$ cat config.mk
export PLATFORM = sky130hd
export DESIGN_NAME = vpr_merge
export DESIGN_NICKNAME = d
export VERILOG_FILES = /design/src/vpr_pkg.sv /design/src/vpr_merge.sv
export SDC_FILE = /design/constraint.sdc
export NUM_CORES = 1
export LEC_CHECK = 0
export ABC_CLOCK_PERIOD_IN_PS = 8400
export BUFFER_PORTS_ARGS = -buffer_cell sky130_fd_sc_hd__buf_4
export CAP_MARGIN = 40
export CELL_PAD_IN_SITES_DETAIL_PLACEMENT = 1
export CELL_PAD_IN_SITES_GLOBAL_PLACEMENT = 2
export CORE_AREA = 5 5 272 274
export CTS_CLUSTER_DIAMETER = 120
export DETAILED_ROUTE_END_ITERATION = 6
export DIE_AREA = 0 0 277 279
export GPL_TIMING_DRIVEN = 0
export PLACE_DENSITY = 0.82
export REMOVE_ABC_BUFFERS = 1
export SLEW_MARGIN = 20
export SYNTH_ARGS = -nofsm -noshare
export SYNTH_HDL_FRONTEND = slang
export SYNTH_SLANG_ARGS = --single-unit
$ cat constraint.sdc
create_clock -name clock -period 8.4 [get_ports clock]
set_input_delay 0.42 -clock clock [delete_from_list [all_inputs] [get_ports clock]]
set_output_delay 0.42 -clock clock [all_outputs]
set_load 0.03 [all_outputs]
$ cat src/vpr_pkg.sv
// shared types and constants for the vector projection and rejection core
`timescale 1ns / 1ps
package vpr_pkg;

   localparam int LANES      = 3;
   localparam int COMP_W     = 32;
   localparam int DIV_STEPS  = 32;
   localparam int NUM_W      = 95;
   localparam int LANE_DEPTH = DIV_STEPS + 4;
   localparam int PIPE_DEPTH = LANE_DEPTH + 2;

   localparam logic [COMP_W-1:0] SAT_MAX = 32'h7fff_ffff;
   localparam logic [COMP_W-1:0] SAT_MIN = 32'h8000_0000;

   // operation select carried in req tuser
   localparam logic FUNC_PROJ = 1'b0;
   localparam logic FUNC_REJ  = 1'b1;

   // tuser bit positions of a result beat
   localparam int USER_ZERO_DIR  = 0;
   localparam int USER_SATURATED = 1;

   typedef struct packed {
      logic signed [63:0] prod;
      logic [63:0]        sq;
      logic signed [31:0] a;
      logic [31:0]        mag;
      logic               bneg;
   } mul_type;

   typedef struct packed {
      logic [63:0] dmag;
      logic        dneg;
      logic [63:0] msq;
      logic        zero;
   } mrg_type;

   typedef struct packed {
      logic [31:0]        mag;
      logic               bneg;
      logic signed [31:0] a;
      logic               func;
      mrg_type            mrg;
   } lane_in_type;

   typedef struct packed {
      logic [63:0]        m;
      logic               sign;
      logic signed [31:0] a;
      logic               func;
      logic               zero;
   } side_type;

   typedef struct packed {
      logic [31:0] r;
      logic        sat;
      logic        zero;
   } lane_out_type;

endpackage

$ cat src/vpr_merge.sv
// merging stage: sums the lane products into a.b and b.b
`timescale 1ns / 1ps
module vpr_merge import vpr_pkg::*; (
   input  logic    clock,
   input  logic    en,
   input  mul_type mul [LANES],
   output mrg_type mrg
);

   mrg_type            mrg_ff;
   mrg_type            mrg_in;
   logic signed [65:0] dot;
   logic [65:0]        dot_neg;
   logic [63:0]        msq;

   always_comb begin
      dot = 66'sd0;
      msq = 64'd0;
      for (int i = 0; i < LANES; i++) begin
         dot = dot + {{2{mul[i].prod[63]}}, mul[i].prod};
         msq = msq + mul[i].sq;
      end
      dot_neg     = -dot;
      mrg_in.dneg = dot[65];
      mrg_in.dmag = dot[65] ? dot_neg[63:0] : dot[63:0];
      mrg_in.msq  = msq;
      mrg_in.zero = (msq == 64'd0);
   end

   always_ff @(posedge clock) begin
      if (en) begin
         mrg_ff <= mrg_in;
      end
   end

   assign mrg = mrg_ff;

endmodule

==> results of run 1 <==
-- cell usage after synthesis, types with 7 or more instances --
| cell type | n | area, µm² |
|---|---|---|
| a211o_1 | 8 | 70.1 |
| a211oi_1 | 14 | 105 |
| a21boi_0 | 9 | 67.6 |
| a21o_1 | 33 | 248 |
| a21oi_1 | 189 | 946 |
| a31oi_1 | 17 | 106 |
| and2_1 | 21 | 131 |
| and3_1 | 13 | 81.3 |
| buf_2 | 13 | 65.1 |
| clkbuf_1 | 51 | 191 |
| edfxtp_1 | 130 | 3900 |
| fa_1 | 129 | 2580 |
| ha_1 | 127 | 1590 |
| inv_1 | 65 | 244 |
| mux2i_1 | 7 | 70.1 |
| nand2_1 | 163 | 612 |
| nand2b_1 | 9 | 56.3 |
| nand3_1 | 43 | 215 |
| nand4_1 | 56 | 350 |
| nor2_1 | 143 | 537 |
| nor2b_1 | 11 | 68.8 |
| nor3_1 | 56 | 280 |
| nor4_1 | 20 | 125 |
| o211ai_1 | 19 | 143 |
| o21a_1 | 20 | 150 |
| o21ai_0 | 119 | 596 |
| o21ai_1 | 18 | 90.1 |
| o21bai_1 | 32 | 240 |
| o31ai_1 | 14 | 105 |
| or2_2 | 11 | 68.8 |
| or3_1 | 21 | 131 |
| or4_1 | 18 | 135 |
| xnor2_1 | 106 | 928 |
| xor2_1 | 49 | 429 |
-- placed cells by master, fill, tap and decap left out, types with 17 or more instances in the layout --
cell and count:
fa_1 129, or4_1 18, and2_1 21, nand3_1 43, nor2_1 143, nor3_1 56
xnor2_1 106, ha_1 127, edfxtp_1 130, nand4_1 56, o21ai_0 119, a21o_1 33
a21oi_1 189, nor4_1 20, inv_1 64, o21bai_1 32, buf_4 514, or3_1 21
o211ai_1 19, o21ai_1 18, xor2_1 49, a31oi_1 17, o21a_1 20, nand2_1 163
clkbuf_16 17
-- cell type report --
type	instances	area, µm²	share of cell area [%]
repair buffers	518	3920	17.7
flip-flops and latches	130	3900	17.6
multi-input cells	1605	12300	55.7
inverters	65	244	1.10
well taps	950	1190	5.37
clock inverters	13	125	0.565
clock buffers	19	433	1.96
-- per-stage QoR --
step | util (%) | setup WS, ns
2_1_floorplan | - | 2.47
3_3_place_gp | 30.2 | -1.41
3_5_place_dp | 30.3 | 2.14
4_1_cts | 31.1 | 2.65
5_1_grt | 31.1 | 2.23
6_report | 31.1 | 2.61
-- where the power goes --
part	internal, W	total [W]	switching (W)
logic	0.00132	0.00367	0.00235
registers	0.00109	0.00120	0.000102
clock network	0.000411	0.000762	0.000351
total	0.00282	0.00562	0.00280
-- final timing paths --
path,from,end,slack [ns],depth (start not counted)
setup / recovery,mul[130],mrg[92],2.61,20
hold / removal,mul[515],mrg[66],0.38,2
-- kinds of logic (layout without fill, tap and decap cells) --
logic type	after synthesis	after routing
multiplexers	9	9
XOR/XNOR	155	155
flip-flops	130	130
adder cells (fa/ha/maj)	256	256
buffers and inverters	133	615
AND/OR/NAND/NOR	616	616
AO/OA/AOI/OAI	569	569
-- layer usage --
metal,share of wire [%],up-vias
li1,-,7868
met1,41,8040
met2,52,429
met3,4.3,58
met4,2.0,0
met5,0,-
==> run metrics, run 1 <==
Crit path largest cell delay around 0.62 ns; antenna violations before repair 0; Top delay family on crit path compound AO/OA/AOI/OAI gates; FFs w/ async S/R, synth 0%; status completed; largest family of logic cells by synthesized area adder cells; ys flop type edfxtp_1; mux cell area share after synthesis less than 1%; CTS tree built; peak supply drop roughly 0.00014 V; largest net degree at the start of global routing 75; number of global-route vias before repair 17900; Post-synth EDFFs 130; Synth Area in Compound Gates between 20 and 25%; Layout area overhead 32.3%; final setup vio count 0; clk sink count 130; Static Leak around 8.9 nW; DR vias around 16000; GR Util met1 between 20% and 30%; placed cells 3268; fill count about 8400; Tightest Hold Check Type primary input to flip-flop; core area 71100 µm²; fin. max-slew vios 0; Final #Nets approximately 3200; Num CTS Buffers 17; n_diodes 0; post-CTS sizing 0; CTS clock-pin slew for the worst setup and hold paths about 0.07 ns; Worst Path Class, Setup primary input to flip-flop; Tot GR Track Use a little under a fifth; iteration-0 DRC count of the detailed router 795; minimum clock period after layout a little under 6 ns; global route overflow 0; Die Wd around 280 µm; Cell Area, Placed approximately 22000 µm²; WL/cell roughly 22 µm; Residual DRC 0; met2 usage around 34%; Core Rows 98; Detail Placement HPWL 63.5 mm; Power, Total roughly 0.0056 W; Fin Setup TNS 0 ns; IO Pins between 700 and 800; Cells after Synth approximately 1900; worst-margin pin slew 0.913 ns; post-route ant nets 0; Non-Filler Instances between 3000 and 4000; Setup Buffers After CTS 0; hold buffer count at cts 0; M3 GR Usage under 10%; Via-to-Cell Ratio 4.97; RD Place Congestion roughly 1.0; WL final approximately 73 mm; XOR/XNOR share of the synthesized area under 10%; max FFs per register 130; GRT busiest layer met2; CP required 8.69 ns; Power Density about 250 nW/µm²; hold slack approximately 0.38 ns; adder-cell share of the synthesized area approximately 25%; Max Cap Violations 0; layout cell share with drive strength beyond 1 25.1%; initial core utilization a little under a quarter; Max FO, Critical Path 43; Root Driver clkbuf_16; max frequency about 170 MHz; sequential area share after synthesis approximately a quarter; final instance area 22100 µm²; period utilisation layout 69.0%; Mapped Avg Cell Area roughly 9 µm²; Warnings, synthesis 0; crit path cell chain buf_4, inv_1, fa_1, inv_1, ha_1, inv_1, fa_1, nor2b_1, o31a_1, o21ai_0, a21boi_0, o211ai_1, nand3_1, o41ai_1, o221ai_1, o21ai_0, a221oi_4, inv_2, o21ai_0, xnor2_1; final hold vios 0; critical path arrival around 6.1 ns; IO Port Bufs just over 500; synth unique cells 93; critical path endpoint category flip-flop; Die Span Y 279 µm; Worst path slowest cell inv_2; die area between 70000 and 80000 µm²; simple-gate portion of the synthesized area 18.4%; global-route wire length before repair roughly 110 mm; Buf/Inv on CP 5; FF+latch count, synth 130; RSZ-0062 raised after global routing no; buffer levels on the longest clock path 2; Startpoint Class primary input; first-pass iteration count of the detailed router 5; Max transition margin 38.6%; htree depth 4; Post-Syn Area approximately 17000 µm²
Power figures use the tool's default switching activity.
==> run 2, diff against run 1 <==
--- a/config.mk
+++ b/config.mk
@@ -5,17 +5,17 @@
 export SDC_FILE = /design/constraint.sdc
 export NUM_CORES = 1
 export LEC_CHECK = 0
-export ABC_CLOCK_PERIOD_IN_PS = 8400
+export ABC_CLOCK_PERIOD_IN_PS = 4750
 export BUFFER_PORTS_ARGS = -buffer_cell sky130_fd_sc_hd__buf_4
 export CAP_MARGIN = 40
 export CELL_PAD_IN_SITES_DETAIL_PLACEMENT = 1
 export CELL_PAD_IN_SITES_GLOBAL_PLACEMENT = 2
-export CORE_AREA = 5 5 272 274
+export CORE_AREA = 5 5 273 275
 export CTS_CLUSTER_DIAMETER = 120
 export DETAILED_ROUTE_END_ITERATION = 6
-export DIE_AREA = 0 0 277 279
+export DIE_AREA = 0 0 278 280
 export GPL_TIMING_DRIVEN = 0
-export PLACE_DENSITY = 0.82
+export PLACE_DENSITY = 0.85
 export REMOVE_ABC_BUFFERS = 1
 export SLEW_MARGIN = 20
 export SYNTH_ARGS = -nofsm -noshare
==> constraint.sdc (replaced) <==
create_clock -name clock -period 4.75 [get_ports clock]
set_input_delay 0.2375 -clock clock [delete_from_list [all_inputs] [get_ports clock]]
set_output_delay 0.2375 -clock clock [all_outputs]
set_load 0.03 [all_outputs]
==> run metrics, run 2 (synthesis results as in run 1) <==
RD Place Congestion between 0.9 and 1; DR vias around 17000; Root Driver clkbuf_16; CTS tree built; htree depth 4; Hold Path Stages 2; initial core utilization approximately 23%; largest net degree at the start of global routing 73; WL final between 70 and 80 mm; Top delay family on crit path simple AND/OR/NAND/NOR gates; CP required around 5.1 ns; core area between 70000 and 80000 µm²; Power Density between 400 and 500 nW/µm²; worst setup path startpoint mul[66]; Residual DRC 0; Die Span Y roughly 280 µm; Worst Path Class, Setup primary input to flip-flop; die area about 78000 µm²; worst-margin pin slew ~0.8 ns; peak supply drop roughly 0.00024 V; IO Port Bufs 515; CTS clock-pin slew for the worst setup and hold paths approximately 0.070 ns; Max FO, Critical Path 5; hold buffer count at cts 0; fin. max-slew vios 0; Crit path largest cell delay between 0.6 and 0.7 ns; commonest cells after routing, fill and taps aside buf_4, a21oi_1, nand2_1, nor2_1, edfxtp_1; Worst Hold Launch mul[451]; iteration-0 DRC count of the detailed router 788; Fin Setup TNS 0 ns; Power, Total slightly above 0.01 W; IO Pins around 710; number of global-route vias before repair 18400; Worst path slowest cell or4_4; final hold vios 0; fill count around 8500; Tot GR Track Use approximately 18%; Hold Crit Endpoint mrg[1]; area of the multi-input gates 12800 µm²; Static Leak 9.15 nW; Buf/Inv on CP 3; RSZ-0062 raised after global routing yes; Layout area overhead 36.4%; layout cell share with drive strength beyond 1 between 20 and 30%; commonest non-fill, non-tap cell in the layout buf_4; Tightest Hold Check Type primary input to flip-flop; Max transition margin 46.5%; final setup vio count 0; max FFs per register between 100 and 150; Startpoint Class primary input; Max Cap Violations 0; Die Wd 278 µm; buffer levels on the longest clock path 2; clk sink count 130; Core Rows roughly 100; Num CTS Buffers 17; global route overflow 0; WL/cell 22.3 µm; max frequency between 200 and 250 MHz; Final #Nets 3195; global-route wire length before repair about 110 mm; Worst path most repeated cell buf_4; critical path arrival about 5 ns; Detail Placement HPWL between 60 and 70 mm; antenna violations before repair 1; minimum clock period after layout ~4.7 ns; Register Area 3900 µm²; crit path cell chain buf_4, fa_2, ha_2, fa_2, a21oi_2, o211ai_1, buf_4, o2111ai_4, buf_4, nor3_2, o21ai_1, nand2_1, xor2_1, nor3_2, nand4b_1, or4_4, or4_1, nor2_1; first-pass iteration count of the detailed router 5; status completed; post-route ant nets 0; period utilisation layout between 90% and 100%; Via-to-Cell Ratio approximately 5.1; critical path endpoint category flip-flop
## run 2: worst max path at each step
stage,endpoint,slack (ns),cells after the start
2_1_floorplan,mrg[74],-1.0,19
3_3_place_gp,mrg[92],-4.77,20
3_5_place_dp,mrg[86],-1.19,20
4_1_cts,mrg[124],-0.01,19
5_1_grt,mrg[116],-0.06,18
6_report,mrg[0],0.08,18
## run 2: through the flow
| step | std cells | hold WS [ns] | cell area, µm² | worst slack, ns | utilization (%) |
|---|---|---|---|---|---|
| 6_report | 3331 | 0.155 | 22800 | 0.0820 | 31.7 |
| 5_1_grt | 3331 | 0.138 | 22800 | -0.0603 | 31.7 |
| 4_1_cts | 3311 | 0.122 | 22400 | -0.0144 | 31.1 |
| 3_5_place_dp | 3277 | 0.648 | 21600 | -1.19 | 29.9 |
| 3_3_place_gp | 3274 | 0.633 | 21500 | -4.77 | 29.8 |
| 2_1_floorplan | 1800 | 0.350 | 16400 | -0.995 | - |
## run 2: per-layer routing
| metal | wire (µm) | vias to the layer above | global-route usage [%] |
|---|---|---|---|
| met1 | 29300 | 8326 | 21.0 |
| met3 | 3840 | 100 | 3.68 |
| li1 | - | 7917 | - |
| met2 | 38900 | 491 | 33.9 |
| met5 | 0 | - | 0 |
| met4 | 2410 | 0 | 6.07 |
## run 2: power breakdown
part,switching (W),internal (W)
Sequential,0.000167,0.00193
Clock,0.000609,0.000829
Combinational,0.00433,0.00244
Total,0.00511,0.00520
## run 2: repair_timing
action	4_1_cts	5_1_grt
pin swaps	8	19
endpoints found under the setup margin	64	60
buffers inserted	2	18
gates resized for setup	46	55
## run 2: final cells by class
cell class                      count  share of cell area (%)
Multi-Input combinational cell   1605                    56.0
Timing Repair Buffer              539                    17.8
Sequential cell                   130                    17.1
Tap cell                          959                    5.26
Clock buffer                       17                    1.86
Inverter                           65                    1.13
Clock inverter                     15                   0.795
Antenna cell                        1                  0.0110
==> run 3, diff against run 2 <==
--- a/config.mk
+++ b/config.mk
@@ -16,6 +16,7 @@
 export DIE_AREA = 0 0 278 280
 export GPL_TIMING_DRIVEN = 0
 export PLACE_DENSITY = 0.85
+export RECOVER_POWER = 100
 export REMOVE_ABC_BUFFERS = 1
 export SLEW_MARGIN = 20
 export SYNTH_ARGS = -nofsm -noshare
==> run metrics, run 3 (synthesis results as in run 1) <==
Via-to-Cell Ratio 5.03; Root Driver clkbuf_16; Max FO, Critical Path 5; largest net degree at the start of global routing 73; initial core utilization a little under a quarter; Num CTS Buffers 17; core area 72100 µm²; IO Pins 711; Worst Hold Launch mul[451]; status complete, but fails checks; Die Wd around 280 µm; iteration-0 DRC count of the detailed router ~760; RSZ-0062 raised after global routing yes; CTS tree built; post-route ant nets 0; Hold Path Stages 2; period utilisation layout 102%; Detail Placement HPWL approximately 65 mm; Final #Nets between 3000 and 4000; htree depth 4; Hold Crit Endpoint mrg[1]; commonest non-fill, non-tap cell in the layout buf_4; Layout Utilization 30.9%; failing checks max-capacitance violations, max-slew violations, negative setup slack; final setup vio count 1; minimum clock period after layout between 4 and 5 ns; DR vias approximately 17000; first-pass iteration count of the detailed router 5; Tot GR Track Use between 10% and 20%; global-route wire length before repair roughly 110 mm; CP required around 5.1 ns; worst-margin pin slew approximately 3.6 ns; layout cell share with drive strength beyond 1 23.0%; Power Density between 400 and 500 nW/µm²; final hold vios 0; buffer levels on the longest clock path 2; hold buffer count at cts 0; antenna violations before repair 1; number of global-route vias before repair 18400; Residual DRC 0; Startpoint Class primary input; global route overflow 0; RD Place Congestion between 0.9 and 1; Max transition margin -139%; critical path endpoint category flip-flop; Core Rows 99; WL final between 70 and 80 mm; commonest cells after routing, fill and taps aside buf_4, a21oi_1, nand2_1, nor2_1, clkbuf_1; peak supply drop approximately 0.00024 V; clk sink count 130; Cell Area, Placed about 22000 µm²; fin. max-slew vios 133; max frequency about 210 MHz; critical path arrival roughly 5.2 ns; Final Worst Setup Slack -0.0764 ns; Die Span Y 280 µm; Max Cap Violations 2; max FFs per register between 100 and 150; WL/cell around 22 µm; Tightest Hold Check Type primary input to flip-flop; IO Port Bufs a little over 500; Static Leak 8.66 nW; Worst Path Class, Setup primary input to flip-flop; Layout area overhead 33.2%; die area between 70000 and 80000 µm²; final instance area 22300 µm²; CTS clock-pin slew for the worst setup and hold paths ~0.07 ns
run 3: changes by cell type in the layout (fill, tap and decap cells not counted):
cell      before  now
fa_2           3    1
buf_4        534  400
buf_8          1    0
clkbuf_1       0  135
ha_1         122  123
fa_1         126  128
buf_16         1    0
ha_2           5    4
buf_2          1    2
run 3: worst max-delay path by stage:
| stage | slack (ns) | from | cells past startpoint | endpoint |
|---|---|---|---|---|
| floorplan | -1.0 | mul[130] | 19 | mrg[74] |
| global placement | -4.77 | mul[516] | 20 | mrg[92] |
| detailed placement | -1.19 | mul[130] | 20 | mrg[86] |
| CTS | -0.01 | mul[130] | 19 | mrg[124] |
| global route | -0.11 | mul[66] | 16 | mrg[0] |
| finish | -0.08 | mul[66] | 18 | mrg[0] |
run 3: per-layer routing:
metal | up-vias | GRT usage (%) | wire length (µm)
met1 | 8276 | 21.0 | 29600
met3 | 100 | 3.68 | 3780
li1 | 7914 | - | -
met4 | 0 | 6.07 | 2470
met2 | 475 | 33.9 | 38700
met5 | - | 0 | 0
run 3: area by class of cell:
cell class                 count  area [µm²]
sequential                   130        3900
multi-input combinational   1605       12800
fill                        8556       49800
antenna                        1        2.50
clock buffer                  17         425
tap                          959        1200
timing repair buffer         539        3540
clock inverter                15         181
inverter                      65         258
run 3: stage by stage:
| stage | cells | power (W) | worst slack (ns) | TNS [ns] | hold slack [ns] |
|---|---|---|---|---|---|
| 2_1_floorplan | 1800 | 0.00612 | -0.995 | -40.78 | 0.350 |
| 3_3_place_gp | 3274 | 0.00858 | -4.77 | -253.54 | 0.633 |
| 3_5_place_dp | 3277 | 0.00870 | -1.19 | -61.55 | 0.648 |
| 4_1_cts | 3311 | 0.0103 | -0.0144 | -0.0184 | 0.122 |
| 5_1_grt | 3331 | 0.0106 | -0.107 | -0.738 | 0.138 |
| 6_report | 3331 | 0.00995 | -0.0764 | -0.0764 | 0.156 |
run 3: what timing repair did:
action / CTS / global route
endpoints found under the setup margin: 64 / 60
buffers inserted: 2 / 18
resized for setup: 46 / 55
pin swaps: 8 / 19
cloned: 0 / 0
run 3: critical path, stage by stage:
cell and delay [ns]:
clkbuf_1 0.10, fa_1 0.57, ha_1 0.28, fa_1 0.43, a21oi_2 0.20, o211ai_1 0.10
buf_4 0.16, o2111ai_4 0.14, buf_4 0.19, nor3_2 0.05, o21ai_1 0.28, nand2_1 0.21
xor2_1 0.27, nor3_2 0.26, nand4b_1 0.33, or4_4 0.66, or4_1 0.53, nor2_1 0.13
run 3: power breakdown:
| group | internal (W) | switching (W) | total, W | leakage [nW] |
|---|---|---|---|---|
| registers | 0.00194 | 0.000159 | 0.00209 | 1.27 |
| clock network | 0.000829 | 0.000610 | 0.00144 | 0.284 |
| logic | 0.00208 | 0.00434 | 0.00642 | 7.10 |
